File: config.mk
export PLATFORM = sky130hd
export DESIGN_NAME = bounded_integer_list_engine
export DESIGN_NICKNAME = d
export VERILOG_FILES = /design/src/sv/bile_pkg.sv /design/src/sv/bile_front.sv /design/src/sv/bile_back.sv /design/src/sv/bounded_integer_list_engine.sv
export SDC_FILE = /design/constraint.sdc
export NUM_CORES = 2
export LEC_CHECK = 0
export CAP_MARGIN = 25
export CORE_MARGIN = 2
export CORE_UTILIZATION = 35
export DETAILED_ROUTE_END_ITERATION = 8
export DONT_BUFFER_PORTS = 1
export PLACE_DENSITY = 0.53
export SLEW_MARGIN = 30
export SYNTH_ARGS = -nofsm -noshare
export SYNTH_HDL_FRONTEND = slang
export SYNTH_SLANG_ARGS = --single-unit
File: constraint.sdc
create_clock -name clk -period 13.8 [get_ports clk]
set_input_delay 3.45 -clock clk [delete_from_list [all_inputs] [get_ports clk]]
set_output_delay 3.45 -clock clk [all_outputs]
set_load 0.01 [all_outputs]
File: src/sv/bile_pkg.sv
// ----------------------------------------------------------------------------
// bile_pkg
// Shared types and codes for the bounded integer list engine.
// ----------------------------------------------------------------------------
package bile_pkg;

  typedef enum logic [2:0] {
    OP_READ   = 3'd0,
    OP_INSERT = 3'd1,
    OP_REMOVE = 3'd2,
    OP_SORT   = 3'd3,
    OP_SECOND = 3'd4,
    OP_FREQ   = 3'd5,
    OP_DUMP   = 3'd6,
    OP_CLEAR  = 3'd7
  } op_t;

  localparam logic [1:0] STAT_OK      = 2'd0;
  localparam logic [1:0] STAT_BAD_POS = 2'd1;
  localparam logic [1:0] STAT_FULL    = 2'd2;
  localparam logic [1:0] STAT_NONE    = 2'd3;

  localparam logic [5:0] START_LENGTH_RESET = 6'd10;

  typedef enum logic [3:0] {
    S_IDLE,
    S_SHIFT_UP,
    S_SHIFT_DN,
    S_SORT_OUT,
    S_SORT_IN,
    S_SEC1,
    S_SEC2,
    S_FREQ_OUT,
    S_FREQ_IN,
    S_DUMP,
    S_CLEAR
  } state_t;

  typedef struct packed {
    op_t                op;
    logic [5:0]         pos;
    logic signed [31:0] val;
  } cmd_t;

  typedef struct packed {
    logic signed [31:0] value;
    logic [5:0]         count;
    logic [1:0]         status;
    logic               last;
  } res_t;

endpackage

File: src/sv/bile_front.sv
// ----------------------------------------------------------------------------
// bile_front
// Command intake: a two-entry queue that holds commands for the back end.
// ----------------------------------------------------------------------------
module bile_front (
  input  logic                 clk,
  input  logic                 rst,
  input  logic                 start,
  input  logic [2:0]           opcode,
  input  logic [5:0]           position,
  input  logic signed [31:0]   item_value,
  output logic                 busy,
  input  logic                 pop,
  output bile_pkg::cmd_t       head,
  output logic                 head_valid
);
  import bile_pkg::*;

  cmd_t       slot [2];
  logic       rd_ptr;
  logic       wr_ptr;
  logic [1:0] fill;
  logic       push;
  logic       do_pop;

  assign busy       = (fill == 2'd2);
  assign push       = start && !busy;
  assign head_valid = (fill != 2'd0);
  assign head       = slot[rd_ptr];
  assign do_pop     = pop && head_valid;

  always_ff @(posedge clk) begin
    if (push) begin
      slot[wr_ptr] <= '{op: op_t'(opcode), pos: position, val: item_value};
    end
    if (rst) begin
      rd_ptr <= 1'b0;
      wr_ptr <= 1'b0;
      fill   <= 2'd0;
    end else begin
      if (push) begin
        wr_ptr <= !wr_ptr;
      end
      if (do_pop) begin
        rd_ptr <= !rd_ptr;
      end
      fill <= fill + {1'b0, push} - {1'b0, do_pop};
    end
  end

endmodule

File: src/sv/bile_back.sv
// ----------------------------------------------------------------------------
// bile_back
// Execution sequencer: walks the element store one entry per cycle.
// ----------------------------------------------------------------------------
module bile_back #(
  parameter int CAPACITY = 32
) (
  input  logic               clk,
  input  logic               rst,
  input  bile_pkg::cmd_t     cmd,
  input  logic               cmd_valid,
  output logic               cmd_pop,
  input  logic [5:0]         start_length,
  output bile_pkg::res_t     res,
  output logic               res_strobe
);
  import bile_pkg::*;

  localparam int LW = $clog2(CAPACITY + 1);
  localparam int IW = $clog2(CAPACITY);

  logic signed [31:0] store [CAPACITY];
  logic [CAPACITY-1:0] seen, seen_next;
  state_t state, state_next;
  logic [LW-1:0] len, len_next, i, i_next, j, j_next, top, top_next;
  logic [LW-1:0] cnt, cnt_next, pend_cnt, pend_cnt_next;
  logic signed [31:0] held, held_next, tv, tv_next, pend_val, pend_val_next;
  logic signed [31:0] op_val, op_val_next;
  logic [LW-1:0] op_pos, op_pos_next;
  logic pend_v, pend_v_next, first, first_next;
  logic [IW-1:0] rd_addr, wr_addr;
  logic signed [31:0] rd_data, wr_data;
  logic we;
  res_t res_next;
  logic res_strobe_next;
  logic [LW-1:0] start_clamped;

  assign rd_data = store[rd_addr];
  assign start_clamped = ({26'd0, start_length} > 32'(CAPACITY)) ? LW'(CAPACITY)
                                                                 : LW'(start_length);

  always_comb begin
    state_next      = state;
    len_next        = len;
    i_next          = i;
    j_next          = j;
    top_next        = top;
    cnt_next        = cnt;
    held_next       = held;
    tv_next         = tv;
    pend_v_next     = pend_v;
    pend_val_next   = pend_val;
    pend_cnt_next   = pend_cnt;
    first_next      = first;
    seen_next       = seen;
    op_val_next     = op_val;
    op_pos_next     = op_pos;
    rd_addr         = i[IW-1:0];
    wr_addr         = i[IW-1:0];
    wr_data         = '0;
    we              = 1'b0;
    cmd_pop         = 1'b0;
    res_strobe_next = 1'b0;
    res_next        = '{value: '0, count: 6'(len), status: STAT_OK, last: 1'b1};
    case (state)
      S_IDLE: begin
        rd_addr = IW'(cmd.pos);
        if (cmd_valid) begin
          cmd_pop     = 1'b1;
          op_val_next = cmd.val;
          op_pos_next = LW'(cmd.pos);
          case (cmd.op)
            OP_READ: begin
              res_strobe_next = 1'b1;
              if (32'(cmd.pos) >= 32'(len)) begin
                res_next.status = STAT_BAD_POS;
              end else begin
                res_next.value = rd_data;
              end
            end
            OP_INSERT: begin
              if (32'(cmd.pos) > 32'(len)) begin
                res_strobe_next = 1'b1;
                res_next.status = STAT_BAD_POS;
              end else if (32'(len) >= 32'(CAPACITY)) begin
                res_strobe_next = 1'b1;
                res_next.status = STAT_FULL;
              end else begin
                i_next     = len;
                state_next = S_SHIFT_UP;
              end
            end
            OP_REMOVE: begin
              if (32'(cmd.pos) >= 32'(len)) begin
                res_strobe_next = 1'b1;
                res_next.status = STAT_BAD_POS;
              end else begin
                i_next     = LW'(cmd.pos);
                state_next = S_SHIFT_DN;
              end
            end
            OP_SORT: begin
              i_next     = LW'(1);
              state_next = S_SORT_OUT;
            end
            OP_SECOND: begin
              if (32'(len) < 32'd2) begin
                res_strobe_next = 1'b1;
                res_next.status = STAT_NONE;
              end else begin
                i_next     = '0;
                state_next = S_SEC1;
              end
            end
            OP_FREQ: begin
              if (len == '0) begin
                res_strobe_next = 1'b1;
                res_next.status = STAT_NONE;
              end else begin
                seen_next   = '0;
                pend_v_next = 1'b0;
                i_next      = '0;
                state_next  = S_FREQ_OUT;
              end
            end
            OP_DUMP: begin
              if (len == '0) begin
                res_strobe_next = 1'b1;
                res_next.status = STAT_NONE;
              end else begin
                i_next     = '0;
                state_next = S_DUMP;
              end
            end
            OP_CLEAR: begin
              i_next     = '0;
              state_next = S_CLEAR;
            end
            default: begin
            end
          endcase
        end
      end
      S_SHIFT_UP: begin
        rd_addr = IW'(i - LW'(1));
        we      = 1'b1;
        if (i > op_pos) begin
          wr_data = rd_data;
          i_next  = i - LW'(1);
        end else begin
          wr_addr         = op_pos[IW-1:0];
          wr_data         = op_val;
          len_next        = len + LW'(1);
          res_strobe_next = 1'b1;
          res_next.count  = 6'(len + LW'(1));
          state_next      = S_IDLE;
        end
      end
      S_SHIFT_DN: begin
        rd_addr = IW'(i + LW'(1));
        we      = 1'b1;
        if (32'(i) + 32'd1 < 32'(len)) begin
          wr_data = rd_data;
          i_next  = i + LW'(1);
        end else begin
          wr_addr         = IW'(len - LW'(1));
          len_next        = len - LW'(1);
          res_strobe_next = 1'b1;
          res_next.count  = 6'(len - LW'(1));
          state_next      = S_IDLE;
        end
      end
      S_SORT_OUT: begin
        if (i < len) begin
          held_next  = rd_data;
          j_next     = i;
          state_next = S_SORT_IN;
        end else begin
          res_strobe_next = 1'b1;
          state_next      = S_IDLE;
        end
      end
      S_SORT_IN: begin
        rd_addr = IW'(j - LW'(1));
        wr_addr = j[IW-1:0];
        we      = 1'b1;
        if (j != '0 && rd_data >= held) begin
          wr_data = rd_data;
          j_next  = j - LW'(1);
        end else begin
          wr_data    = held;
          i_next     = i + LW'(1);
          state_next = S_SORT_OUT;
        end
      end
      S_SEC1: begin
        if (i < len) begin
          if (i == '0 || rd_data > tv) begin
            tv_next  = rd_data;
            top_next = i;
          end
          i_next = i + LW'(1);
        end else begin
          i_next     = '0;
          first_next = 1'b1;
          state_next = S_SEC2;
        end
      end
      S_SEC2: begin
        if (i < len) begin
          if (i != top && (first || rd_data > held)) begin
            held_next  = rd_data;
            first_next = 1'b0;
          end
          i_next = i + LW'(1);
        end else begin
          res_strobe_next = 1'b1;
          res_next.value  = held;
          state_next      = S_IDLE;
        end
      end
      S_FREQ_OUT: begin
        if (i < len) begin
          if (seen[i[IW-1:0]]) begin
            i_next = i + LW'(1);
          end else begin
            held_next  = rd_data;
            cnt_next   = LW'(1);
            j_next     = i + LW'(1);
            state_next = S_FREQ_IN;
          end
        end else begin
          res_strobe_next = 1'b1;
          res_next.value  = pend_val;
          res_next.count  = 6'(pend_cnt);
          state_next      = S_IDLE;
        end
      end
      S_FREQ_IN: begin
        rd_addr = j[IW-1:0];
        if (j < len) begin
          if (rd_data == held) begin
            cnt_next = cnt + LW'(1);
            seen_next[j[IW-1:0]] = 1'b1;
          end
          j_next = j + LW'(1);
        end else begin
          // The previous distinct value goes out only once a later one exists,
          // so the final beat can carry the last mark.
          if (pend_v) begin
            res_strobe_next = 1'b1;
            res_next.value  = pend_val;
            res_next.count  = 6'(pend_cnt);
            res_next.last   = 1'b0;
          end
          pend_v_next   = 1'b1;
          pend_val_next = held;
          pend_cnt_next = cnt;
          i_next        = i + LW'(1);
          state_next    = S_FREQ_OUT;
        end
      end
      S_DUMP: begin
        res_strobe_next = 1'b1;
        res_next.value  = rd_data;
        res_next.last   = (i + LW'(1) == len);
        if (i + LW'(1) == len) begin
          state_next = S_IDLE;
        end else begin
          i_next = i + LW'(1);
        end
      end
      S_CLEAR: begin
        we = 1'b1;
        if (i == LW'(CAPACITY - 1)) begin
          len_next        = start_clamped;
          res_strobe_next = 1'b1;
          res_next.count  = 6'(start_clamped);
          state_next      = S_IDLE;
        end else begin
          i_next = i + LW'(1);
        end
      end
      default: begin
        state_next = S_IDLE;
      end
    endcase
  end

  always_ff @(posedge clk) begin
    held     <= held_next;
    tv       <= tv_next;
    top      <= top_next;
    cnt      <= cnt_next;
    j        <= j_next;
    i        <= i_next;
    first    <= first_next;
    pend_val <= pend_val_next;
    pend_cnt <= pend_cnt_next;
    op_val   <= op_val_next;
    op_pos   <= op_pos_next;
    seen     <= seen_next;
    res      <= res_next;
    if (rst) begin
      state      <= S_IDLE;
      len        <= LW'(START_LENGTH_RESET > 6'(CAPACITY) && CAPACITY < 64 ?
                       LW'(CAPACITY) : LW'(START_LENGTH_RESET));
      pend_v     <= 1'b0;
      res_strobe <= 1'b0;
      for (int k = 0; k < CAPACITY; k++) begin
        store[k] <= '0;
      end
    end else begin
      state      <= state_next;
      len        <= len_next;
      pend_v     <= pend_v_next;
      res_strobe <= res_strobe_next;
      if (we) begin
        store[wr_addr] <= wr_data;
      end
    end
  end

endmodule

File: src/sv/bounded_integer_list_engine.sv
// ----------------------------------------------------------------------------
// bounded_integer_list_engine
// Ordered list of signed 32-bit values with edit, sort and report commands.
// ----------------------------------------------------------------------------
// Read answers without walking the store; insert and remove shift the entries,
// dump gives one result beat per element, and clear walks every store entry.
// Sort and frequency use nested walks of the list; one store entry is read per cycle.
// Commands wait in a two-entry queue; busy is high only when both are in use.
// Synchronous reset empties the queue, zeros the store and sets length to 10.
module bounded_integer_list_engine #(
  parameter int CAPACITY = 32
) (
  input  logic               clk,
  input  logic               rst,
  input  logic               start,
  output logic               busy,
  input  logic [2:0]         opcode,
  input  logic [5:0]         position,
  input  logic signed [31:0] item_value,
  output logic               result_strobe,
  output logic signed [31:0] result_value,
  output logic [5:0]         result_count,
  output logic [1:0]         status,
  output logic               last,
  input  logic               psel,
  input  logic               penable,
  input  logic               pwrite,
  input  logic [2:0]         paddr,
  input  logic [31:0]        pwdata,
  output logic [31:0]        prdata,
  output logic               pready
);
  import bile_pkg::*;

  cmd_t       head;
  logic       head_valid;
  logic       pop;
  res_t       res;
  logic [5:0] start_length;

  assign pready = 1'b1;
  assign prdata = (paddr[2] == 1'b0) ? {26'd0, start_length} : 32'd0;

  always_ff @(posedge clk) begin
    if (rst) begin
      start_length <= START_LENGTH_RESET;
    end else if (psel && penable && pwrite && paddr[2] == 1'b0) begin
      start_length <= pwdata[5:0];
    end
  end

  bile_front u_front (
    .clk(clk), .rst(rst), .start(start), .opcode(opcode), .position(position),
    .item_value(item_value), .busy(busy), .pop(pop), .head(head),
    .head_valid(head_valid)
  );

  bile_back #(.CAPACITY(CAPACITY)) u_back (
    .clk(clk), .rst(rst), .cmd(head), .cmd_valid(head_valid), .cmd_pop(pop),
    .start_length(start_length), .res(res), .res_strobe(result_strobe)
  );

  assign result_value = res.value;
  assign result_count = res.count;
  assign status       = res.status;
  assign last         = res.last;

endmodule

# Word-level counts from Yosys, hierarchy flattened
# Memory sizes are Yosys's and may differ from the RTL's. A register that Yosys moved wholly into a read port is not among the register bits.
# Index checks and enable logic that the tools add are counted.
[op_classes] add_sub_neg=10 n_lt_le_gt_ge=15 eq_ne=56 n_mux=135 n_bitwise=3 n_reduce_logical=42
[op_table] op="32-bit 2-to-1 mux" count=18
[op_table] op="32-bit one-hot mux with 3 select lines" count=2
[op_table] op="6-bit 2-to-1 mux" count=30
[op_table] op="32-bit one-hot mux with 5 select lines" count=1
[op_table] op="38-bit 2-to-1 mux" count=3
[op_table] op="4-bit 2-to-1 mux" count=17
[op_table] op="32-bit > comparator" count=2
[op_table] op="32-bit one-hot mux with 2 select lines" count=1
[op_table] op="6-bit one-hot mux with 10 select lines" count=1
[op_table] op="4-bit one-hot mux with 11 select lines" count=1
[op_table] op="1-bit 2-to-1 mux" count=37
[op_table] op="6-bit one-hot mux with 6 select lines" count=1
[op_table] op="17-bit AND reduction" count=2
[op_table] op="32-bit equality test" count=1
[op_table] op="32-bit >= comparator" count=1
[op_table] op="32-bit by 6-bit < comparator with 1-bit output" count=1
[op_table] op="32-bit OR" count=1
[op_table] op="32-bit OR reduction" count=1
[op_table] op="6-bit one-hot mux with 5 select lines" count=1
[op_table] op="4-bit one-hot mux with 7 select lines" count=1
[op_table] op="5-bit one-hot mux with 5 select lines" count=1
[op_table] op="6-bit by 1-bit adder with 6-bit output, second input constant" count=4
[op_table] op="2-bit by 1-bit inequality test with 1-bit output, second input constant" count=12
[op_table] op="2-bit inequality test, second input constant" count=12
[op_table] op="other kinds (59)" count=109
[totals] register_bits=260 mem_bits_rw=1106 inputBits=82 output_inout_bits=76 word_cells=287 mem_count=2
[mem_list] memory="u_back.store" words=32 width=32 read_ports=1 rd_clocked_by_memory_dff=0 wr=32 line_no="bile_back.sv:22" text="logic signed [31:0] store [CAPACITY];"
[mem_list] memory="u_front.slot" words=2 width=41 read_ports=1 rd_clocked_by_memory_dff=1 wr=1 line_no="bile_front.sv:19" text="cmd_t slot [2];"

# Logic depth before layout (Yosys ltp)
# An unclocked memory read counts as a cell.
[depth] depth_word=9 mapped_depth=30 mapped_depth_nobuf=21

# By module
# Synthesis repeated with hierarchy kept, for this count alone.
[unflattened] hier_cells=4681 area_unflattened_um2=62128.3
[by_module_without_submodules] mod="bile_back" instances=1 cells_each=4465 area_each_um2=58412.3 seq_area_each_um2=37726.2
[by_module_without_submodules] mod="bile_front" instances=1 cells_each=154 area_each_um2=3183.1 seq_area_each_um2=2562.5
[by_module_without_submodules] mod="bounded_integer_list_engine" instances=1 cells_each=62 area_each_um2=533.0 seq_area_each_um2=120.1

# Least setup slack after synthesis
# Ideal clock, no wire load.
[synth_path] kind="reg-to-reg" startpoint="reg u_back.i[0]" endpoint="reg u_back.top[0], enable pin" setup_time_ns=0.638 t_arrival_ns=11.279 t_required_ns=13.162 slack_ns=1.883 path_stages_with_launch=27 n_path_buf=6 period_less_slack_ns=11.917 path_cell_list="edfxtp_1 -> clkbuf_1 -> buf_1 -> clkbuf_1 -> inv_1 -> ha_1 -> or3b_2 -> a21oi_1 -> o32ai_1 -> o21a_1 -> buf_2 -> buf_4 -> buf_2 -> mux4_2 -> a22oi_1 -> nand3_1 -> nor2_1 -> inv_1 -> ha_1 -> nand4_1 -> nor2_1 -> nand3_1 -> or3_1 -> a211oi_1 -> nor3_1 -> and3_1 -> a2111oi_0"
[synth_via] elab_chain_len=6 elab_cells_between_ends=9 classes_between="add/sub: 2; order compare: 2; mux: 1; reduce/logical: 3; memory: 1"
[synth_rtl] item="start, declared" line_no="bile_back.sv:25" text="logic [LW-1:0] len, len_next, i, i_next, j, j_next, top, top_next;"
[synth_rtl] item="start signal, assigned" line_no="bile_back.sv:296" text="i <= i_next;"
[synth_rtl] item="6-bit by 1-bit adder with 6-bit output / 6-bit by 1-bit subtractor with 6-bit output (equally long branches)" line_no="bile_back.sv:160, bile_back.sv:145"
[synth_rtl] item="5-bit one-hot mux with 5 select lines" line_no="bile_back.sv:65" text="case (state)"
[synth_rtl] item="memory 32 x 32 bit"
[synth_rtl] item="32-bit > comparator" line_no="bile_back.sv:198" text="if (i == '0 || rd_data > tv) begin"
[synth_rtl] item="1-bit logical OR" line_no="bile_back.sv:198"
[synth_rtl] item="3-bit AND reduction (no source line) (*)"
[synth_rtl] item="end signal, assigned" line_no="bile_back.sv:293" text="top <= top_next;"
[synth_rtl] item="end, declared" line_no="bile_back.sv:25"
# Mark *: on every way between the ends. The rest lies on a longest branch, timed or not.
# A chain may end at the register's enable or synchronous reset.

==> results by group <==
Detailed routing
  • Via count: about 42000
  • Via/cell ratio: between 5 and 6
  • Post-route DRC: 0
  • Routed WL: between 200 and 250 mm
  • Drt initial violations: 4934
  • First-pass DRT Iterations: 5
  • Routed Antenna Nets: 0
  • DR WL/cell: around 28 um

CTS
  • Hold Buf Count CTS: 0
  • Setup Fix Bufs, Post-CTS: 0
  • CTS HTree Levels: 4
  • Clock Latency Late Sink: approximately 0.83 ns
  • Clk slew on worst S/H paths: roughly 0.06 ns
  • Cts bufs inserted: 147
  • Clock tree from TritonCTS: yes
  • Clock buffer depth: 3
  • Sink Count: 1367
  • CTS root buffer: clkbuf_16
  • Resized Gates After CTS: 0

Worst hold path
  • Hold Path Stages: 2
  • Hold crit path type: flip-flop to flip-flop

Yosys
  • Post-synthesis sequential area ratio: 63.4%
  • Adder-cell share of the synthesized area: 2.08%
  • Area fraction in compound gates after synthesis: 14.2%
  • Synth warn: 0
  • Post-Synth Simple-Gate Area: roughly 4.7%
  • Synth Register Bits: 1367
  • Area share of the largest cell type after synthesis: between 60% and 70%
  • Cell taking the most area after synthesis: edfxtp_1
  • Count leader, synth: edfxtp_1
  • Main combinational cell family by area after synthesis: compound AO/OA/AOI/OAI gates
  • Multiplexer area fraction after synthesis: between 10% and 20%
  • Synth top area cells: edfxtp_1 (61%), a21oi_1 (8.8%), mux4_2 (7.0%)
  • Netlist cell types: 86
  • EDFF count, synth: 1303
  • Cells after synthesis: 4768
  • Synthesized area: 63700 um2
  • Top post-synthesis cells by count: edfxtp_1 (1303), a21oi_1 (1115), clkbuf_1 (274)
  • Synth async-reset ratio: 0%
  • Post-Synth XOR/XNOR Area: less than 1%
  • Synth Flop Type: edfxtp_1
  • Syn_area_per_cell: 13.4 um2

Layout
  • Layout area overhead: 11.5%
  • Fin nets: 4801
  • Proportion of layout cells with a drive suffix above 1: 16.7%
  • Finished Cell Area: about 70000 um2

Outcome
  • Outcome: finished, final reports clean

Global route
  • Largest net degree at the start of global routing: a little under 90
  • First-pass GRT wire length: between 200 and 300 mm
  • Antenna violations before repair: 4
  • Grt ovf: 0
  • Tot GR Track Use: 21.2%
  • Number of global-route vias before repair: 41598

Timing
  • Final critical-path setup slack: roughly 3.8 ns
  • Relative slew margins: 29.5%
  • Fmax achieved: 0.0997 GHz
  • Fin Clk Skew: 0.0673 ns
  • Least-Margin Pin Slew: 1.05 ns
  • Setup TNS Final: 0 ns
  • Tcrit/Tclk final: slightly above 70%
  • Slew Limit Fails: 0
  • Final min period: around 10 ns
  • Finish-stage setup viols: 0
  • Final hold violations: 0
  • Unrepaired setup endpoints after global routing: no

Critical path
  • R2R cell count: 25
  • Max incr delay on CP: 0.80 ns
  • Crit Path Max Fanout: 36
  • Slowest cell on the critical path: a2111oi_0
  • Worst setup SP type: flip-flop
  • Kind of critical path: flip-flop to flip-flop
  • CP arrival: 10.54 ns
  • CP endpoint kind: flip-flop
  • CP required: 14.30 ns
  • Critical path's most frequent cell: buf_4

Floorplan
  • Die Width: 431 um
  • Die Area: 186000 um2
  • Core footprint: between 150000 and 200000 um2
  • Std-Cell Rows: 156
  • Initial Utilization: between 30% and 40%
  • Die extent in y: 431 um
  • Total I/O pin count: 158

Placement
  • PortBufs: 0
  • Final estimated routing congestion in global placement: 0.887
  • Pre-CTS setup slack: 3.90 ns
  • Dpl hpwl: 115 mm
  • DP Area: between 60000 and 70000 um2

Job
  • MaxCap Viol Count: 0
state kept, by name, summed over array words and instances, names as in the netlist, 2 cells and up, named ones only:
| name | count |
|---|---|
| u_back.store | 1024 |
| u_front.slot | 82 |
| u_back.res | 41 |
| u_back.held | 32 |
| u_back.op_val | 32 |
| u_back.pend_val | 32 |
| u_back.seen | 32 |
| u_back.tv | 32 |
| start_length | 6 |
| u_back.cnt | 6 |
| u_back.i | 6 |
| u_back.j | 6 |
| u_back.len | 6 |
| u_back.op_pos | 6 |
| u_back.pend_cnt | 6 |
| u_back.top | 6 |
| u_back.state | 4 |
| u_front.fill | 2 |
placed cells by master, fill, tap and decap left out, types with 34 or more instances in the layout:
cell,instances
a21oi_1,1113
a22oi_1,103
a32oi_1,34
buf_4,171
clkbuf_1,34
clkbuf_16,148
dfxtp_1,63
edfxtp_1,1303
ha_1,105
inv_1,129
mux2_2,45
mux2i_1,173
mux4_2,199
nand2_1,233
nand3_1,57
nor2_1,143
o21ai_0,84
stage by stage:
step                      hold WS (ns)  cells  utilization, %
after floorplan                  0.418   4793               -
after global placement           0.464   6835            36.6
after detailed placement         0.461   6835            36.6
after CTS                        0.477   7100            39.3
after global routing             0.509   7101            39.3
final                            0.476   7101            39.3
worst max-delay path, delay by kind of cell, from the launching register on:
kind,cells,cell delay [ns]
AOI/OAI and AO/OA,11,3.94
DFF,1,0.32
muxes,1,0.38
buffers and inverters,6,2.21
adders and majority gates,2,0.85
and+or+nand+nor,5,1.87
kinds of logic after synthesis:
logic type,count (synthesis)
AOI/OAI and AO/OA,1568
xor gates and xnor gates,31
adders and majority gates,106
buffers and inverters,634
DFF,1367
muxes,417
other,2
and+or+nand+nor,643
worst paths after layout:
kind | start | end | slack [ns]
max | u_back.i[0]$_DFFE_PP_ | u_back.store[10][13]$_SDFFCE_PN0P_ | 3.77
min | u_back.pend_val[6]$_DFFE_PP_ | u_back.res[15]$_DFF_P_ | 0.48
min reg2reg | u_back.pend_val[6]$_DFFE_PP_ | u_back.res[15]$_DFF_P_ | 0.48
max reg2reg | u_back.i[0]$_DFFE_PP_ | u_back.store[10][13]$_SDFFCE_PN0P_ | 3.77
area by class of cell:
cell class | count | area (um2)
Antenna cell | 1 | 2.50
Clock buffer | 188 | 3910
Clock inverter | 77 | 915
Fill cell | 16965 | 110000
Inverter | 130 | 488
Multi-Input combinational cell | 2792 | 21000
Sequential cell | 1367 | 40400
Tap cell | 2370 | 2970
Timing Repair Buffer | 176 | 1380
layer usage:
layer	global-route usage [%]	vias to the layer above	routed length [um]
li1	-	18004	-
met1	30.0	21772	85600
met2	33.2	1967	92500
met3	3.81	338	16700
met4	6.62	2	5750
met5	0.130	-	31
Power is not shown: default switching activity piles up to over one toggle a cycle in this logic, so the estimate is an artifact.
